## src/v3a_sqrt_cell.sv

```systemverilog
// One cell of the integer square root chain: retires one root bit per cycle while en is high.
// Uses no package items.
`default_nettype none
module v3a_sqrt_cell #(
   parameter int W = 32
) (
   input  logic             clock,
   input  logic             en,
   input  logic [2*W-1:0]   rad_in,
   input  logic [W+1:0]     rem_in,
   input  logic [W-1:0]     root_in,
   output logic [2*W-1:0]   rad_out,
   output logic [W+1:0]     rem_out,
   output logic [W-1:0]     root_out
);

   logic [W+3:0]   remw;
   logic [W+3:0]   trial;
   logic [W+3:0]   diff;
   logic           ge;
   logic [2*W-1:0] rad_ff;
   logic [W+1:0]   rem_ff;
   logic [W-1:0]   root_ff;

   always_comb begin
      remw  = {rem_in, rad_in[2*W-1 -: 2]};
      trial = (W+4)'({root_in, 2'b01});
      ge    = (remw >= trial);
      diff  = remw - trial;
   end

   always_ff @(posedge clock) begin
      if (en) begin
         rad_ff  <= {rad_in[2*W-3:0], 2'b00};
         rem_ff  <= ge ? diff[W+1:0] : remw[W+1:0];
         root_ff <= {root_in[W-2:0], ge};
      end
   end

   assign rad_out  = rad_ff;
   assign rem_out  = rem_ff;
   assign root_out = root_ff;

endmodule
`default_nettype wire

```

## config.mk

```make
export PLATFORM = sky130hd
export DESIGN_NAME = v3a_sqrt_cell
export DESIGN_NICKNAME = d
export VERILOG_FILES = /design/src/v3a_sqrt_cell.sv
export SDC_FILE = /design/constraint.sdc
export NUM_CORES = 1
export LEC_CHECK = 0
export BUFFER_PORTS_ARGS = -buffer_cell sky130_fd_sc_hd__buf_2
export CORE_UTILIZATION = 35
export DETAILED_ROUTE_END_ITERATION = 12
export GPL_TIMING_DRIVEN = 0
export PLACE_DENSITY_LB_ADDON = 0.08
export SKIP_CTS_REPAIR_TIMING = 1
export SLEW_MARGIN = 20
export SYNTH_ARGS = -nofsm -noshare
export SYNTH_HDL_FRONTEND = slang
export SYNTH_SLANG_ARGS = --single-unit
```

## constraint.sdc

```tcl
create_clock -name clock -period 5 [get_ports clock]
set_input_delay 1.5 -clock clock [delete_from_list [all_inputs] [get_ports clock]]
set_output_delay 1.5 -clock clock [all_outputs]
set_load 0.02 [all_outputs]
```

Word level (Yosys, flattened, before mapping)
Cells that the tools add are included.
Storage, ports and cells
  ROM bits: 0
  bits of input ports: 132
  bits in registers: 128
  memory bits (writable): 0
  memories kept: 0
  output and inout bits: 130
  bits in latches: 0
Operators by class
  $mul: 0
  eq/ne operators: 0
  bitwise gates (word level): 0
  reduce and logical (&&, ||, !) cells: 0
  shifts and indexed selects: 0
  div/mod/pow operators: 0
  $add $sub $neg: 1
  magnitude comparators: 1
  multiplexer cells: 1
Operators with widths (count)
  $ge A36 B34 Y1: 1
  $mux W34: 1
  $sub A34 B34 Y34: 1

Depth between registers and ports, before layout
Gate-level depths: netlist of run 1.
  depth in word-level cells: 2
  gate-level depth with buffers: 13
  mapped depth without buffers: 10

Worst setup path after synthesis of run 1
No wires, ideal clock.
  path type: input port to flip-flop
  start: input root_in[9]
  end: register rem_ff[27] (netlist: rem_out[27]) (data pin)
  stages on the path: 10
  library setup time: 0.260 ns
  required time: 4.740 ns
  buffers on the path: 0
  path slack: 1.257 ns
  data arrival time: 3.482 ns
  path through: inv_1 > ha_1 > a21o_1 > a31o_1 > a211oi_4 > o211ai_2 > a21bo_2 > mux2i_1 > o221ai_1 > mux2_4
On the way
  cells in the longest elaborated chain, start to end: 2
Ends and longest elaborated chain
  from (decl): line 11  | input logic [W-1:0] root_in,
  $sub A34 B34 Y34 or $ge A36 B34 Y1 (tied branches): line 29, 28
  $mux W34 *: line 35  | rem_ff <= ge ? diff[W+1:0] : remw[W+1:0];
  to (signal assigned): line 35
  to (decl): line 22  | logic [W+1:0] rem_ff;
Every way passes the cells marked *; elsewhere a longest branch is shown, timed or not.
A chain may end at the register's enable or synchronous reset.

Worst setup path in the final report of run 1
  start: input rem_in[7]
  end: register rem_ff[22] (netlist: rem_out[22]) (data pin)
On the way
  cells in the longest elaborated chain, start to end: 2
Ends and longest elaborated chain
  from (decl): line 10  | input logic [W+1:0] rem_in,
  $sub A34 B34 Y34 or $ge A36 B34 Y1 (tied branches): line 29, 28
  $mux W34 *: line 35
Marked as above.

==> flow_metrics.env, run 1 <==
export IMPL_outcome="complete, no violations"
export IMPL_num_antenna_cells=0
export IMPL_ioPinCount=262
export IMPL_hold_viol=0
export IMPL_grt_max_degree=88
export IMPL_area_growth_pct=35.96
export IMPL_path_delay_family="compound AO/OA/AOI/OAI gates"
export IMPL_yosys_top_cells_area="edfxtp_1 (61%), ha_1 (6.7%), nand2_1 (3.4%)"
export IMPL_p_sw_share_pct=27.31
export IMPL_synth_top_cell_area_share_pct=60.87
export IMPL_yosys_warnings=0
export IMPL_syn_area_per_cell_um2=12.46
export IMPL_worstPathMaxFanout=10
export IMPL_crit_top_cell="buf_2"
export IMPL_period_needed_ps=3784
export IMPL_setup_viol=0
export IMPL_initial_core_util_pct=36.13
export IMPL_dp_hpwl_mm=12.48
export IMPL_drc=0
export IMPL_synth_cell_types=62
export IMPL_rows=48
export IMPL_power_frac_comb_pct=19.4
export IMPL_drt_initial_drc_count=185
export IMPL_ctsLongestPathBuffers=2
export IMPL_synth_cells=507
export IMPL_die_y_um=136.3
export IMPL_critPathBufInv=4
export IMPL_max_stage_delay_ps=340
export IMPL_dieArea_mm2=0.01858
export IMPL_crit_chain="buf_2, ha_1, buf_2, a21o_1, o41ai_2, o211ai_1, a211oi_1, o21a_1, buf_6, buf_2, o21ai_0"
export IMPL_die_w_um=136.3
export IMPL_numCtsBuffers=17
export IMPL_ant_nets=0
export IMPL_netlist_area_mm2=0.006315
export IMPL_endpoint_kind="flip-flop"
export IMPL_fin_setup_tns_ps=0
export IMPL_grt_pass1_wl_mm=24.38
export IMPL_cpMaxStageDelayCell="o41ai_2"
export IMPL_cp_required_ps=5150
export IMPL_ir_worst_vdd_uv=218.0
export IMPL_fin_crit_sh_pct=75.67
export IMPL_power_switching_mw=0.9206
export IMPL_numPortBuffers=259
export IMPL_drv_slew=0
export IMPL_startpoint="rem_in[7]"
export IMPL_drv_cap=0
export IMPL_worst_pin_slew_ps=619.1
export IMPL_cts_htree_levels=4
export IMPL_dr_total_vias=4883
export IMPL_antenna_found_initial=0
export IMPL_tritoncts="done"
export IMPL_ys_seq_elements=128
export IMPL_yosysSeqAreaShare_pct=60.87
export IMPL_first_pass_iters=4
export IMPL_ys_async_sr_fraction_pct=0
export IMPL_grt_use_total_pct=17.35
export IMPL_post_place_cells=993
export IMPL_drive_gt1_share_pct=40.68
export IMPL_clkPwrFrac_pct=40.9
export IMPL_path_class="in2reg"
export IMPL_wl_per_cell_um=15.82
export IMPL_nets=953
export IMPL_cp_depth=11
export IMPL_via_per_inst=4.769
export IMPL_slew_headroom_pct=58.27
export IMPL_max_freq_mhz=264.3
export IMPL_synthFlopType="edfxtp_1"
export IMPL_p_per_area_mw_per_mm2=392.6
export IMPL_cts_root_buf="clkbuf_16"
export IMPL_leakagePower_nw=3.842
export IMPL_stdcell_count=1024
export IMPL_min_path_type="in2reg"
export IMPL_p_seq_share_pct=39.7
export IMPL_crit_arrival_ps=3940
export IMPL_cts_clk_slew_worst_paths_ps=60
export IMPL_overflow=0
export IMPL_core_area_mm2=0.01748
export IMPL_gp_congestion=0.8033
export IMPL_synth_edf_count=128
export IMPL_drt_wl_total_mm=16.20
export IMPL_grt_pass1_vias=4795
export IMPL_setup_worst_path_end="rem_out[22]$_DFFE_PP_"
export IMPL_p_int_mw=2.450
export IMPL_yosysTopAreaCell="edfxtp_1"
export IMPL_clock_sinks=128
export IMPL_rsz0062_at_grt="no"
export IMPL_startpoint_type="input port"
## worst min-delay path by stage
stage | from | to | slack (ps) | cells past startpoint
finish | rad_in[52] | rad_out[54]$_DFFE_PP_ | 1260 | 1
CTS | rad_in[52] | rad_out[54]$_DFFE_PP_ | 1230 | 1
global placement | rad_in[50] | rad_out[52]$_DFFE_PP_ | 1680 | 1
global route | rad_in[52] | rad_out[54]$_DFFE_PP_ | 1230 | 1
floorplan | rad_in[8] | rad_out[10]$_DFFE_PP_ | 1600 | 0
detailed placement | rad_in[28] | rad_out[30]$_DFFE_PP_ | 1680 | 1
## kinds of logic after synthesis
family | after synthesis | share of synthesized area [%]
AO/OA/AOI/OAI | 133 | 14.76
XOR/XNOR | 27 | 3.745
adder cells (fa/ha/maj) | 34 | 6.737
buffers and inverters | 59 | 4.081
flip-flops | 128 | 60.87
multiplexers | 5 | 0.8718
other | 1 | 0.05938
AND/OR/NAND/NOR | 120 | 8.877
## power by group through the flow
stage | clock network [mW] | logic, mW | registers [mW]
global route | 1.45 | 0.717 | 1.35
floorplan | 0 | 0.263 | 1.51
detailed placement | 0 | 0.661 | 1.36
global placement | 0 | 0.653 | 1.36
finish | 1.38 | 0.654 | 1.34
CTS | 1.42 | 0.664 | 1.34
## placed cells by master, fill, tap and decap left out, types with 17 or more instances in the layout
master / instances
nand2_1: 58
a21oi_1: 28
o21ai_0: 41
buf_2: 264
nor2_1: 18
edfxtp_1: 128
inv_1: 42
clkbuf_16: 17
ha_1: 34
a21o_1: 19
## layout make-up
type / count / area (µm²)
multi-input combinational: 321 / 2217
timing repair buffer: 260 / 1330
clock inverter: 14 / 230.2
inverter: 43 / 162.7
sequential: 128 / 3844
tap: 225 / 281.5
clock buffer: 17 / 425.4
buffer: 16 / 95.09
fill: 1650 / 8891
## routing by layer
layer	track usage (%)	wire length (µm)	up-vias	share of wire, %
met5	0	0	-	0
met4	5.556	171	0	1.1
met3	4.996	1130	10	7.0
met2	29.08	7710	181	48
met1	21.39	7182	2258	44
li1	-	-	2434	-
## Yosys cell counts, types with 5 or more instances
master and n:
edfxtp_1 128, nand2_1 58, inv_1 42, o21ai_0 41
ha_1 34, a21oi_1 28, a21o_1 19, nor2_1 18
xnor2_1 14, xor2_1 13, nor3_1 10, buf_2 6
nand3_1 6, nand4_1 6, nand2b_1 5
## state kept, by name, summed over array words and instances, names as in the netlist
register / flops
rad_out: 62
rem_out: 34
root_out: 32
## metrics by stage
step	setup WS [ps]	hold slack (ps)	util [%]	area, µm²	total power [mW]
2_1_floorplan	1257	1599	-	6319	1.771
3_3_place_gp	706.2	1676	45.18	7896	2.015
3_5_place_dp	722.8	1678	45.38	7930	2.022
4_1_cts	1158	1234	49.13	8586	3.422
5_1_grt	1028	1234	49.13	8586	3.519
6_report	1216	1257	49.13	8586	3.371
Note: power is estimated with default switching activity, not from simulation.
==> run 2: changes to the inputs <==
--- a/config.mk
+++ b/config.mk
@@ -5,6 +5,7 @@
 export SDC_FILE = /design/constraint.sdc
 export NUM_CORES = 1
 export LEC_CHECK = 0
+export ABC_AREA = 1
 export BUFFER_PORTS_ARGS = -buffer_cell sky130_fd_sc_hd__buf_2
 export CORE_UTILIZATION = 35
 export DETAILED_ROUTE_END_ITERATION = 12
==> constraint.sdc (replaced) <==
create_clock -name clock -period 3.1 [get_ports clock]
set_input_delay 0.93 -clock clock [delete_from_list [all_inputs] [get_ports clock]]
set_output_delay 0.93 -clock clock [all_outputs]
set_load 0.02 [all_outputs]
==> flow_metrics.env, run 2 <==
export IMPL_ctsLongestPathBuffers=2
export IMPL_drv_slew=0
export IMPL_gp_congestion=0.8684
export IMPL_num_antenna_cells=0
export IMPL_fin_crit_sh_pct=88.99
export IMPL_numCtsBuffers=17
export IMPL_dr_total_vias=5759
export IMPL_dieArea_mm2=0.02027
export IMPL_cpMaxStageDelayCell="o21ai_0"
export IMPL_netlist_area_mm2=0.006898
export IMPL_post_place_cells=1296
export IMPL_min_path_type="in2reg"
export IMPL_period_needed_ps=2759
export IMPL_drc=0
export IMPL_power_frac_comb_pct=21.3
export IMPL_nets=1221
export IMPL_ant_nets=0
export IMPL_power_switching_mw=1.608
export IMPL_pre_cts_ws_ps=-171.7
export IMPL_syn_area_per_cell_um2=8.900
export IMPL_initial_core_util_pct=36.27
export IMPL_synth_top_cell_area_share_pct=55.72
export IMPL_ioPinCount=262
export IMPL_outcome="complete, no violations"
export IMPL_synth_cells=775
export IMPL_dpl_instance_area_mm2=0.008557
export IMPL_yosysMostFrequentCell="nand2_1"
export IMPL_worstPathMaxFanout=4
export IMPL_via_per_inst=4.337
export IMPL_cts_root_buf="clkbuf_16"
export IMPL_p_int_mw=3.619
export IMPL_crit_arrival_ps=2940
export IMPL_cts_htree_levels=4
export IMPL_grt_use_total_pct=18.69
export IMPL_clkPwrFrac_pct=37.6
export IMPL_ys_seq_elements=128
export IMPL_clock_sinks=128
export IMPL_grt_pass1_wl_mm=28.53
export IMPL_path_delay_family="simple AND/OR/NAND/NOR gates"
export IMPL_core_area_mm2=0.01902
export IMPL_power_mw=5.227
export IMPL_path_class="in2reg"
export IMPL_crit_top_cell="nand2_1"
export IMPL_max_freq_mhz=362.5
export IMPL_antenna_found_initial=0
export IMPL_design_area_mm2=0.009130
export IMPL_yosys_top_cells_area="edfxtp_1 (56%), nand2_1 (16%), inv_1 (7.6%)"
export IMPL_yosysSeqAreaShare_pct=55.72
export IMPL_hold_viol=0
export IMPL_dp_hpwl_mm=14.89
export IMPL_grt_max_degree=84
export IMPL_yosys_warnings=0
export IMPL_synth_commonest_cells="nand2_1 (288), inv_1 (139), edfxtp_1 (128)"
export IMPL_worst_pin_slew_ps=712.4
export IMPL_synth_cell_types=25
export IMPL_drv_cap=0
export IMPL_first_pass_iters=4
export IMPL_ys_async_sr_fraction_pct=0
export IMPL_crit_chain="buf_2, inv_1, ha_1, nand2_1, nor2_1, nand2_1, o21ai_0, nand2_1, nand2_1, nand2_1, nand3_1, nand2_1"
export IMPL_ir_worst_vdd_uv=367.6
export IMPL_p_sw_share_pct=30.77
export IMPL_drt_wl_total_mm=18.67
export IMPL_yosysTopAreaCell="edfxtp_1"
export IMPL_leakagePower_nw=4.653
export IMPL_max_stage_delay_ps=590
export IMPL_overflow=0
export IMPL_drive_gt1_share_pct=29.40
export IMPL_stdcell_count=1328
export IMPL_synthFlopType="edfxtp_1"
export IMPL_cts_clk_slew_worst_paths_ps=60
export IMPL_die_y_um=142.4
export IMPL_largest_reg_flops=62
export IMPL_p_seq_share_pct=41.1
export IMPL_cp_required_ps=3280
export IMPL_slew_headroom_pct=52.00
export IMPL_setup_slack_ps=341.3
export IMPL_critPathBufInv=2
export IMPL_area_growth_pct=32.36
export IMPL_p_per_area_mw_per_mm2=572.5
export IMPL_drt_initial_drc_count=228
export IMPL_startpoint_type="input port"
export IMPL_final_common_cell="nand2_1"
export IMPL_rsz0062_at_grt="no"
export IMPL_rows=50
export IMPL_wl_per_cell_um=14.06
export IMPL_die_w_um=142.4
export IMPL_final_cell_mix="nand2_1 (288), buf_2 (258), inv_1 (139), edfxtp_1 (128), nor2_1 (49)"
export IMPL_hold_ws_ps=680.8
export IMPL_numPortBuffers=259
export IMPL_endpoint_kind="flip-flop"
export IMPL_tritoncts="done"
export IMPL_setup_viol=0
export IMPL_grt_pass1_vias=5631
export IMPL_synth_edf_count=128
[run 2: kinds of logic after synthesis]
group                      Yosys count  synth area share (%)
AOI/OAI and AO/OA                   42                 3.211
xor gates and xnor gates            18                 2.286
adders and majority gates           34                 6.167
buffers and inverters              148                 8.689
DFF                                128                 55.72
other                                1               0.05436
and+or+nand+nor                    404                 23.87
[run 2: area by class of cell]
class	count	area (µm²)
Fill cell	1915	9888
Sequential cell	128	3844
Multi-Input combinational cell	500	2459
Timing Repair Buffer	260	1330
Inverter	140	528.0
Clock buffer	18	429.2
Tap cell	260	325.3
Clock inverter	14	143.9
Buffer	8	71.32
[run 2: path summary, 6_finish.rpt]
kind | start | endpoint | cells after the start
min | rad_in[7] | rad_out[9]$_DFFE_PP_ | 1
max | root_in[4] | rem_out[29]$_DFFE_PP_ | 12
[run 2: metal layers]
layer	global-route usage, %	part of all wire [%]
met1	22.62	45
met2	32.69	49
met3	4.711	6.0
met4	5.376	0.88
met5	0	0
[run 2: through the flow]
| step | utilization (%) | setup TNS, ps |
|---|---|---|
| global route | 48.01 | 0 |
| finish | 48.01 | 0 |
| floorplan | - | 0 |
| global placement | 44.82 | -53670 |
| detailed placement | 44.99 | -318.2 |
| CTS | 48.01 | 0 |
[run 2: power groups by stage]
stage	Sequential (mW)	Combinational, mW	Clock (mW)
finish	2.15	1.11	1.97
floorplan	2.42	0.457	0
CTS	2.15	1.13	2.02
detailed placement	2.18	1.12	0
global route	2.16	1.23	2.08
global placement	2.19	1.11	0
