File: src/v3a_div_cell.sv
// One cell of the restoring divider chain: one quotient bit per cycle, while en is high, for
// three lanes sharing a divisor. Uses no package items.
`default_nettype none
module v3a_div_cell #(
   parameter int W = 32
) (
   input  logic                    clock,
   input  logic                    en,
   input  logic [2*W-1:0]          d_in,
   input  logic [2:0][2*W-1:0]     rem_in,
   input  logic [2:0][W-1:0]       num_in,
   input  logic [2:0][W-1:0]       q_in,
   output logic [2*W-1:0]          d_out,
   output logic [2:0][2*W-1:0]     rem_out,
   output logic [2:0][W-1:0]       num_out,
   output logic [2:0][W-1:0]       q_out
);

   localparam int PW = 2 * W;

   logic [PW:0]             rw [3];
   logic [PW:0]             df [3];
   logic [2:0]              ge;
   logic [PW-1:0]           d_ff;
   logic [2:0][PW-1:0]      rem_ff;
   logic [2:0][W-1:0]       num_ff;
   logic [2:0][W-1:0]       q_ff;

   always_comb begin
      for (int i = 0; i < 3; i++) begin
         rw[i] = {rem_in[i], num_in[i][W-1]};
         df[i] = rw[i] - {1'b0, d_in};
         ge[i] = (rw[i] >= {1'b0, d_in});
      end
   end

   always_ff @(posedge clock) begin
      if (en) begin
         d_ff <= d_in;
         for (int i = 0; i < 3; i++) begin
            rem_ff[i] <= ge[i] ? df[i][PW-1:0] : rw[i][PW-1:0];
            num_ff[i] <= {num_in[i][W-2:0], 1'b0};
            q_ff[i]   <= {q_in[i][W-2:0], ge[i]};
         end
      end
   end

   assign d_out   = d_ff;
   assign rem_out = rem_ff;
   assign num_out = num_ff;
   assign q_out   = q_ff;

endmodule
`default_nettype wire

File: config.mk
export PLATFORM = sky130hd
export DESIGN_NAME = v3a_div_cell
export DESIGN_NICKNAME = d
export VERILOG_FILES = /design/src/v3a_div_cell.sv
export SDC_FILE = /design/constraint.sdc
export NUM_CORES = 1
export LEC_CHECK = 0
export BUFFER_PORTS_ARGS = -buffer_cell sky130_fd_sc_hd__buf_4
export CAP_MARGIN = 15
export CORE_AREA = 2 2 349 351
export CTS_CLUSTER_SIZE = 12
export DETAILED_ROUTE_END_ITERATION = 10
export DIE_AREA = 0 0 351 353
export PLACE_DENSITY = 0.45
export SKIP_CTS_REPAIR_TIMING = 1
export SYNTH_ARGS = -nofsm -noshare
export SYNTH_HDL_FRONTEND = slang
export SYNTH_SLANG_ARGS = --single-unit
File: constraint.sdc
create_clock -name clock -period 3.1 [get_ports clock]
set_input_delay 0.31 -clock clock [delete_from_list [all_inputs] [get_ports clock]]
set_output_delay 0.31 -clock clock [all_outputs]
set_load 0.02 [all_outputs]
# After elaboration in Yosys (flattened, before gate mapping)
# Cells that the tools add are included.
# Widths: inputs -> output; s select.
totals:
  latchBits: 0
  reg_bits: 445
  out_inout_bits: 448
  word_cells: 19
  mem_bits_rw: 0
  romBits: 0
  n_memories: 0
classes:
  div: 0
  n_mux: 3
  n_addsub: 3
  n_shift: 0
  eq_ne: 0
  mul: 0
  magnitude_cmp: 3
  n_bitwise: 0
  reduce_logical: 0
op_table:
  columns: ["operator", "n"]
  rows:
  - ["$ge 65x64->1", 3]
  - ["$mux 64", 3]
  - ["$sub 64x64->64", 3]

# Depth between registers and ports, before layout
# Gate-level depths: netlist of run 1.
depth:
  word_depth: 2
  depth_mapped: 16
  ltp_nobuf: 14

# Least setup slack after synthesis of run 1
# No wires, ideal clock.
synth_path:
  path_type: "in2reg"
  startpoint: "input port num_in[63] (netlist name)"
  endpoint: "register rem_ff (netlist bit rem_out[118]), data pin"
  arrival_time_ns: 3.043
  slack_ns: -0.203
  stages: 14
  n_path_buf: 0
  cell_sequence: "inv_1 -> ha_1 -> fa_1 -> nand2b_1 -> a211oi_2 -> o41ai_4 -> a31oi_2 -> a31oi_4 -> o21bai_2 -> a221oi_2 -> o31a_2 -> o31ai_2 -> xor2_1 -> mux2_2"
synth_between:
  elab_chain_len: 2
  elab_cells_between_ends: 3
  classes_between: "1 x add/sub; 1 x order compare; 1 x mux"
synth_rtl:
  columns: ["item", "line_no", "text"]
  rows:
  - ["from (decl)", "11", "input logic [2:0][W-1:0] num_in,"]
  - ["$sub 64x64->64 or $ge 65x64->1 (tied branches)", "32, 33", null]
  - ["$mux 64 *", "41", "rem_ff[i] <= ge[i] ? df[i][PW-1:0] : rw[i][PW-1:0];"]
  - ["to (signal, indexed assignment)", "41", null]
  - ["to (decl)", "25", "logic [2:0][PW-1:0] rem_ff;"]
# Mark *: on every way between the ends. The rest lies on a longest branch, timed or not.
# A chain may end at the register's enable or synchronous reset.

# Final worst setup path of run 1
layout_path:
  startpoint: "input port d_in[0]"
  endpoint: "register rem_ff (netlist bit rem_out[124]), data pin"
layout_between:
  elab_chain_len: 2
  elab_cells_between_ends: 3
  classes_between: "1 x add/sub; 1 x order compare; 1 x mux"
layout_rtl:
  columns: ["item", "line_no", "text"]
  rows:
  - ["from (decl)", "9", "input logic [2*W-1:0] d_in,"]
  - ["$sub 64x64->64 or $ge 65x64->1 (tied branches)", "32, 33", null]
  - ["$mux 64 *", "41", null]
# Marks and branches as above.

==> run metrics, run 1 <==
status=finished with violations; failing checks=hold timing, setup timing; slowest stage cell, crit path=o41ai_2; Startpoint Class=input port; worst hold margin=-0.0217 ns; Slew Viols, Final=0; hold_sp=rem_in[55]; initial core utilization=22.9%; critical path arrival=3.56 ns; Comb pwr share=37.1%; P_sw=a little under 0.008 W; Setup WS pre-CTS=-1.07 ns; post-DR wirelength/cell=23.6 um; vias in the first global route=27.5k; Die W=approximately 350 um; MaxCap Viol Count=0; die height=353 um; Synth Instances=roughly 2.6k; CTS tree=done; Port-buffer cells=roughly 890; Slew HR=58.6%; Internal Power=roughly 0.016 W; Nets=5325; Largest delay share family, worst path=compound AO/OA/AOI/OAI gates; Sequential Power Share=around 34%; Clk pwr share=29.4%; slowest cell delay on critical path=0.37 ns; Die Area=between 0.1 and 0.15 mm^2; Crit Path Max Fanout=4; GRT Util Overall=a little over a fifth; grt ovf=0; area of the mapped netlist=0.0276 mm^2; Fmax=0.318 GHz; CP cell instances=buf_12, ha_4, fa_2, nand2b_4, a211oi_4, o41ai_4, a31oi_4, a21oi_4, o211ai_1, buf_4, a21oi_4, o21a_1, o41ai_2, buf_4, xor2_1, mux2_4; Initial DRC Count=1563; Routed Antenna Nets=0; IO Pins=roughly 900; Power Dens Cells=475 mW/mm^2; share of layout cells above drive strength 1=44.1%; Worst-path clk slew=0.07 ns; Worst Hold End=rem_out[56]$_DFFE_PP_; H-tree depth=2; Worst-Margin Slew=0.621 ns; RSZ-0062 raised after global routing=yes; CTS Buf Count=57; routed wire length=around 150000 um; #FFs+latches synth=445; GP Congestion=0.922; via count=roughly 29k; asr flop ratio synth=0%; Buf/Inv on CP=3; Final Cycle Share=101%; vias per cell=between 4 and 5; Synth cell types=102; endpoints failing setup=1; peak supply drop=~0.00042 V; Leakage Power=21.8 nW; mean area per synthesized cell=around 10 um^2; Ys Warns=0; switching portion of total power=33.5%; Max Buffers Root-to-Sink=3; number of core rows=128; commonest non-fill, non-tap cell in the layout=buf_4; final hold violations=4; global-route wire length before repair=a little under 200000 um; number of synthesized flops with an enable pin=around 450; placed wire-length estimate=120000 um; # DRC=0; Finished Layout Cells=roughly 6.4k; root buf cell=clkbuf_16; initial antenna violation count=15; core area=0.121 mm^2; Hold Path Class=in2reg; Hold Path Depth=3; top_reg_cell synth=edfxtp_1; drt first pass iters=5; sequential-to-total area share from yosys stat=48.5%; CP Capture Type=flop; Area Overhead vs Synth=77.9%; Worst Path Required=3.51 ns; most frequent cells in the layout=buf_4 (1729), edfxtp_1 (445), dlygate4sd3_1 (329); setup tns final=-0.0419 ns; CTS Sinks=between 400 and 500; setup slack after layout=-0.0419 ns; dpl cells=slightly below 6k; crit path time final=approximately 3.1 ns; CP Class=in2reg; largest net degree at the start of global routing=59
[through the flow]
step | total power, W | util [%] | cell area, um^2
global route | 0.0243 | 40.6 | 49000
global placement | 0.0158 | 35.1 | 42300
floorplan | 0.0113 | - | 27600
finish | 0.0233 | 40.6 | 49000
detailed placement | 0.0158 | 35.1 | 42300
CTS | 0.0227 | 36.6 | 44100
[power groups by stage]
stage | sequential [W] | clock [W] | combinational [W]
floorplan | 0.00870 | 0 | 0.00263
finish | 0.00781 | 0.00684 | 0.00865
global placement | 0.00794 | 0 | 0.00788
detailed placement | 0.00793 | 0 | 0.00788
global route | 0.00787 | 0.00721 | 0.00920
CTS | 0.00782 | 0.00701 | 0.00792
[cells in the mapped netlist (all sizes together), types with 4 or more instances]
| cell | number | share of area (%) |
|---|---|---|
| o31ai | 8 | 0.29 |
| o21a | 14 | 0.38 |
| xnor2 | 106 | 3.4 |
| a211o | 5 | 0.16 |
| o21ai | 186 | 3.4 |
| and4 | 9 | 0.29 |
| nand2b | 27 | 0.61 |
| a31oi | 25 | 0.71 |
| mux2 | 32 | 1.3 |
| o211ai | 12 | 0.33 |
| nand3 | 59 | 1.1 |
| nor2b | 18 | 0.41 |
| o41ai | 6 | 0.38 |
| nor4 | 13 | 0.32 |
| a221o | 7 | 0.25 |
| o21bai | 47 | 1.3 |
| inv | 132 | 1.8 |
| buf | 44 | 1.2 |
| clkbuf | 73 | 1.3 |
| or3 | 11 | 0.25 |
| o31a | 5 | 0.16 |
| a221oi | 10 | 0.39 |
| ha | 192 | 8.7 |
| a2111oi | 4 | 0.24 |
| nor2 | 208 | 2.8 |
| a21o | 112 | 3.1 |
| and3 | 27 | 0.62 |
| a31o | 4 | 0.13 |
| or2 | 4 | 0.091 |
| nor3b | 4 | 0.11 |
| nand2 | 215 | 2.9 |
| nand4 | 53 | 1.2 |
| a211oi | 16 | 0.49 |
| edfxtp | 445 | 48 |
| xor2 | 70 | 2.2 |
| and2 | 17 | 0.39 |
| nor3 | 31 | 0.56 |
| a21boi | 13 | 0.38 |
| o221ai | 6 | 0.21 |
| a21oi | 312 | 5.8 |
[tightest hold or removal path: stages]
cell	delay [ns]
buf_4	0.10
nand2_1	0.05
o21ai_1	0.06
[flip-flops by register name (all words and copies together), names as in the netlist]
signal	flops
rem_out	192
num_out	93
q_out	96
d_out	64
[cell type report]
type,count,area (um^2)
diodes,5,12.5
clock buffers,68,1470
clock inverters,35,374
fillers,11900,71600
inverters,132,534
multi-input cells,1934,14000
flip-flops and latches,445,13400
well taps,1625,2030
repair buffers,2110,17200
[routing by layer]
layer  share of wire [%]  global-route usage (%)  up-vias
met4                 4.1                    6.90       12
li1                    -                       -    13900
met3                 5.2                    4.18      208
met5               0.047                       0        -
met1                  37                    23.8    13900
met2                  53                    41.9      832
[worst max path at each step]
stage,from,endpoint,slack (ns),depth (start not counted)
floorplan,num_in[63],rem_out[118]$_DFFE_PP_,-0.04,14
global placement,d_in[1],rem_out[169]$_DFFE_PP_,-1.08,20
detailed placement,d_in[2],rem_out[57]$_DFFE_PP_,-1.07,18
CTS,d_in[1],rem_out[173]$_DFFE_PP_,-0.41,20
global route,d_in[28],rem_out[124]$_DFFE_PP_,-0.16,16
finish,d_in[0],rem_out[124]$_DFFE_PP_,-0.04,16
[kinds of logic after synthesis]
family          share of synthesized area, %
xor+xnor                                5.59
buf+inv                                 4.35
compound gates                          19.1
fa+ha+maj                               8.94
other cells                           0.0136
simple gates                            12.1
mux                                     1.43
flops                                   48.5
Power figures use the tool's default switching activity.
==> run 2, diff against run 1 <==
CORE_AREA = 5 5 342 344   (was 2 2 349 351)
DIE_AREA = 0 0 347 349   (was 0 0 351 353)
PLACE_DENSITY = 0.58   (was 0.45)
==> run 2 against run 1 <==
Die area is 2.3% lower; worst hold slack better by 0.013 ns; the run still ends with hold timing, setup timing left; routed wire length is 0.76% lower; highest routed layer unchanged.
==> run metrics, run 2 (synthesized netlist as in run 1, its figures left out) <==
slowest stage cell, crit path=o31a_1 (was o41ai_2); most used cell, CP=buf_6; Hold Path Class=in2reg (unchanged); root buf cell=clkbuf_16 (unchanged); vias per cell=4.69 (was 4.53); Worst Path Required=3.49 ns (was 3.51 ns); highest metal used=met5 (unchanged); GP Congestion=0.918 (was 0.922); Die W=347 um (was 351 um); Startpoint Class=input port (unchanged); core area=0.114 mm^2 (was 0.121 mm^2); die height=349 um (was 353 um); RSZ-0062 raised after global routing=yes (unchanged); commonest non-fill, non-tap cell in the layout=buf_4 (unchanged); Pwr Total=0.0231 W (was 0.0233 W); status=finished with violations (unchanged); placed wire-length estimate=118000 um (was 120000 um); failing checks=hold timing, setup timing (unchanged); Finished Layout Cells=6204 (was 6354); Largest delay share family, worst path=compound AO/OA/AOI/OAI gates (unchanged); wl on met1=54900 um (was 56100 um); worst hold margin=-0.00878 ns (was -0.0217 ns); hold_sp=rem_in[12] (was rem_in[55]); Worst Hold End=rem_out[13]$_DFFE_PP_ (was rem_out[56]$_DFFE_PP_); Worst-Margin Slew=0.816 ns (was 0.621 ns); H-tree depth=2 (unchanged); final hold violations=2 (was 4); CP Capture Type=flop (unchanged); Buf/Inv on CP=7 (was 3); critical path arrival=3.61 ns (was 3.56 ns); Nets=5289 (was 5325); CTS Buf Count=55 (was 57); post-DR wirelength/cell=24.0 um (was 23.6 um); dpl cells=5730 (was 5879); Setup WS pre-CTS=-1.16 ns (was -1.07 ns); Power Dens Cells=473 mW/mm^2 (was 475 mW/mm^2); CTS Sinks=445 (unchanged); Worst-path clk slew=0.06 ns (was 0.07 ns); Area Overhead vs Synth=77.1% (was 77.9%); Routed Antenna Nets=0 (unchanged); Leakage Power=21.7 nW (was 21.8 nW); IO Pins=898 (unchanged); largest net degree at the start of global routing=75 (was 59); CP Class=in2reg (unchanged); grt ovf=0 (unchanged); Die Area=0.121 mm^2 (was 0.124 mm^2); Fmax=0.310 GHz (was 0.318 GHz); crit path time final=3.22 ns (was 3.14 ns); most frequent cells in the layout=buf_4 (1695), edfxtp_1 (445), dlygate4sd3_1 (323) (was buf_4 (1729), edfxtp_1 (445), dlygate4sd3_1 (329)); DR WL met2=80200 um (was 79900 um); vias in the first global route=27.4k (was 27.5k); number of core rows=124 (was 128); Final Cycle Share=104% (was 101%); # DRC=0 (unchanged); CP cell instances=buf_8, clkinvlp_4, buf_6, ha_4, buf_6, o211a_1, o31ai_1, buf_4, a21oi_4, o41ai_2, buf_4, nor3_4, o31a_1, o21ai_2, o21ai_2, buf_6, a211oi_4, xor2_1, o21ai_1 (was buf_12, ha_4, fa_2, nand2b_4, a211oi_4, o41ai_4, a31oi_4, a21oi_4, o211ai_1, buf_4, a21oi_4, o21a_1, o41ai_2, buf_4, xor2_1, mux2_4); peak supply drop=0.000411 V (was 0.000423 V); Initial DRC Count=1829 (was 1563); Crit Path Max Fanout=4 (unchanged); initial core utilization=24.3% (was 22.9%); routed wire length=149000 um (was 150000 um); GRT Util Overall=21.6% (was 21.8%); Max Buffers Root-to-Sink=3 (unchanged); Slew HR=45.6% (was 58.6%); Hold Path Depth=3 (unchanged); CTS tree=done (unchanged); setup slack after layout=-0.124 ns (was -0.0419 ns); global-route wire length before repair=193000 um (was 195000 um); via count=29.1k (was 28.8k); max reg flops=192 (unchanged); slowest cell delay on critical path=0.40 ns (was 0.37 ns); endpoints failing setup=14 (was 1); share of layout cells above drive strength 1=44.7% (was 44.1%); MaxCap Viol Count=0 (unchanged); Port-buffer cells=891 (unchanged); drt first pass iters=5 (unchanged); Slew Viols, Final=0 (unchanged); metal3 WL=8460 um (was 7820 um); initial antenna violation count=18 (was 15)
==> run 2: cell types whose count changed in the layout (fill, tap and decap cells not counted), moves of 11 or more <==
cell	delta
buf_4	-34
mux2_2	-12
nor2_1	-12
o21ai_0	+12
mux2_4	+11
==> run 2: final cells by class <==
class | count | area, um^2
inverters | 132 | 552
repair buffers | 2076 | 17000
flip-flops and latches | 445 | 13400
clock inverters | 36 | 398
diodes | 11 | 27.5
clock buffers | 58 | 1390
fillers | 10900 | 64800
well taps | 1512 | 1890
multi-input cells | 1934 | 14200
==> run 2: worst max path at each step <==
| stage | from | to | slack [ns] | depth (start not counted) |
|---|---|---|---|---|
| after detailed placement | d_in[4] | rem_out[85]$_DFFE_PP_ | -1.16 | 19 |
| final | d_in[5] | rem_out[56]$_DFFE_PP_ | -0.12 | 19 |
| after floorplan | num_in[63] | rem_out[118]$_DFFE_PP_ | -0.04 | 14 |
| after global routing | d_in[20] | rem_out[92]$_DFFE_PP_ | -0.16 | 18 |
| after CTS | d_in[4] | rem_out[85]$_DFFE_PP_ | -0.49 | 19 |
| after global placement | d_in[4] | rem_out[85]$_DFFE_PP_ | -1.17 | 19 |
==> run 2: per-layer routing <==
layer,up-vias,GRT usage [%]
met5,-,0
met3,206,5.00
li1,13800,-
met2,967,42.3
met1,14100,23.2
met4,12,5.94
==> run 2: metrics by stage <==
step	utilization, %	instance area, um^2	TNS, ns	hold slack, ns
floorplan	-	27600	-0.0753	0.409
global placement	36.9	41900	-167.81	0.488
detailed placement	36.9	41900	-176.44	0.489
CTS	38.5	43700	-46.42	-0.212
global route	43.0	48800	-3.82	-0.00806
finish	43.0	48800	-0.556	-0.00878
==> run 2: power breakdown <==
group | internal [W] | switching [W] | total [W]
combinational | 0.00408 | 0.00452 | 0.00860
sequential | 0.00751 | 0.000307 | 0.00781
clock | 0.00382 | 0.00284 | 0.00666
total | 0.0154 | 0.00767 | 0.0231
==> run 2: tightest hold or removal path, stage by stage <==
cell	delay [ns]
buf_4	0.11
nand2_1	0.04
o21ai_0	0.06
==> run 3, diff against run 2 <==
PLACE_DENSITY = not set   (was 0.58)
==> run 3 against run 2 <==
The run now ends clean; clock-buffer cell count is 3 higher; total power is 0.88% lower; cell count is 0.53% higher; via count is 0.71% higher; sequential power hardly changed; utilization hardly changed; worst setup slack better by 0.15 ns; non-clock buffer count is 29 higher; critical path type unchanged; critical endpoint is now rem_out[138]$_DFFE_PP_.
==> run metrics, run 3 (synthesized netlist as in run 1, its figures left out) <==
crit path time final=3.08 ns (was 3.22 ns); root buf cell=clkbuf_16 (unchanged); most used cell, CP=buf_6 (unchanged); busiest grt layer=met2 (unchanged); GRT Util Overall=21.9% (was 21.6%); post-DR wirelength/cell=24.2 um (was 24.0 um); share of layout cells above drive strength 1=44.4% (was 44.7%); Die Area=0.121 mm^2 (unchanged); Nets=5318 (was 5289); vias per cell=4.70 (was 4.69); setup tns final=0 ns (was -0.556 ns); CTS Sinks=445 (unchanged); met1 Usage GRT=23.9% (was 23.2%); Power Dens Cells=468 mW/mm^2 (was 473 mW/mm^2); Slew HR=49.9% (was 45.6%); Hold Path Class=in2reg (unchanged); Area Overhead vs Synth=77.2% (was 77.1%); final hold violations=0 (was 2); Die W=347 um (unchanged); core area=0.114 mm^2 (unchanged); grt ovf=0 (unchanged); vias in the first global route=28.0k (was 27.4k); largest net degree at the start of global routing=85 (was 75); peak supply drop=0.000400 V (was 0.000411 V); MaxCap Viol Count=0 (unchanged); die height=349 um (unchanged); global-route wire length before repair=195000 um (was 193000 um); Worst Path Required=3.50 ns (was 3.49 ns); commonest non-fill, non-tap cell in the layout=buf_4 (unchanged); Port-buffer cells=891 (unchanged); Startpoint Class=input port (unchanged); Worst-Margin Slew=0.749 ns (was 0.816 ns); CP Class=in2reg (unchanged); M2 GR Usage=41.7% (was 42.3%); Routed Antenna Nets=0 (unchanged); slowest cell delay on critical path=0.50 ns (was 0.40 ns); slowest stage cell, crit path=a2111oi_4 (was o31a_1); Fmax=0.325 GHz (was 0.310 GHz); endpoints failing setup=0 (was 14); CTS Buf Count=55 (unchanged); critical path arrival=3.47 ns (was 3.61 ns); Crit Path Max Fanout=5 (was 4); via count=29.3k (was 29.1k); RSZ-0062 raised after global routing=yes (unchanged); routed wire length=151000 um (was 149000 um); most frequent cells in the layout=buf_4 (1729), edfxtp_1 (445), dlygate4sd3_1 (332) (was buf_4 (1695), edfxtp_1 (445), dlygate4sd3_1 (323)); crit path launch=d_in[28] (was d_in[5]); Initial DRC Count=1790 (was 1829); Leakage Power=21.8 nW (was 21.7 nW); Final Cycle Share=99.2% (was 104%); Slew Viols, Final=0 (unchanged); placed wire-length estimate=119000 um (was 118000 um); CTS tree=done (unchanged); drt first pass iters=8 (was 5); CP Capture Type=flop (unchanged); Pwr Total=0.0229 W (was 0.0231 W); # DRC=0 (unchanged); CP cell instances=buf_4, clkinvlp_4, buf_6, ha_4, and3_2, and4_4, and2_1, nand2_2, a2111oi_4, o21ai_4, o31ai_4, buf_6, clkbuf_16, mux2_2 (was buf_8, clkinvlp_4, buf_6, ha_4, buf_6, o211a_1, o31ai_1, buf_4, a21oi_4, o41ai_2, buf_4, nor3_4, o31a_1, o21ai_2, o21ai_2, buf_6, a211oi_4, xor2_1, o21ai_1); initial antenna violation count=18 (unchanged); H-tree depth=2 (unchanged); Max Buffers Root-to-Sink=3 (unchanged); hold_sp=rem_in[61] (was rem_in[12]); GP Congestion=0.914 (was 0.918); number of core rows=124 (unchanged); Worst-path clk slew=0.06 ns (about the same); met3 global-route usage=4.45% (was 5.00%); max reg flops=192 (unchanged); status=finished, final reports clean (was finished with violations); IO Pins=898 (unchanged); initial core utilization=24.3% (unchanged)
-- run 3: cell types whose count changed in the layout (fill, tap and decap cells not counted), moves of 6 or more --
cell and change:
a21oi_2 -10, dlygate4sd3_1 +9, nor2_2 -6, nor2_1 +9, buf_6 -13, mux2_2 +13, clkinv_2 +6, buf_4 +34
clkbuf_16 +7, mux2_4 -13, a21oi_1 +12
-- run 3: worst max-delay path, delay by kind of cell --
family / cells / cell delay [ns]
multiplexers: 1 / 0.33
buffers and inverters: 5 / 0.88
AND/OR/NAND/NOR: 4 / 0.70
adder cells (fa/ha/maj): 1 / 0.28
AO/OA/AOI/OAI: 3 / 0.93
-- run 3: cell type report --
class,instances,area (um^2)
clock buffer,61,1420
tap,1512,1890
inverter,132,531
timing repair buffer,2105,17200
multi-input combinational,1934,14100
sequential,445,13400
fill,10900,64700
clock inverter,38,337
antenna,10,25.0
-- run 3: power breakdown --
group          switching (W)  leakage, nW  internal, W
clock network        0.00289        0.850      0.00357
registers           0.000303         4.36      0.00751
logic                0.00452         16.6      0.00407
-- run 3: worst paths after layout --
check | end | slack [ns] | cells past startpoint
worst max-delay path | rem_out[138]$_DFFE_PP_ | 0.02 | 14
worst min-delay path | rem_out[62]$_DFFE_PP_ | 0.001 | 3
-- run 3: per-stage QoR --
step	setup WS (ns)	area, um^2	std cells	hold WS [ns]	util (%)
CTS	-0.342	43800	5851	-0.239	38.6
floorplan	-0.0427	27600	2630	0.409	-
global placement	-0.985	42000	5752	0.488	37.0
detailed placement	-1.07	42000	5752	0.489	37.0
global route	-0.0363	48800	6237	-0.00408	43.0
finish	0.0250	48800	6237	0.00127	43.0
-- run 3: metal layers --
layer | vias up | wire, um
met5 | - | 34
met3 | 274 | 8280
met2 | 1042 | 79400
li1 | 13900 | -
met1 | 14100 | 56200
met4 | 6 | 7200
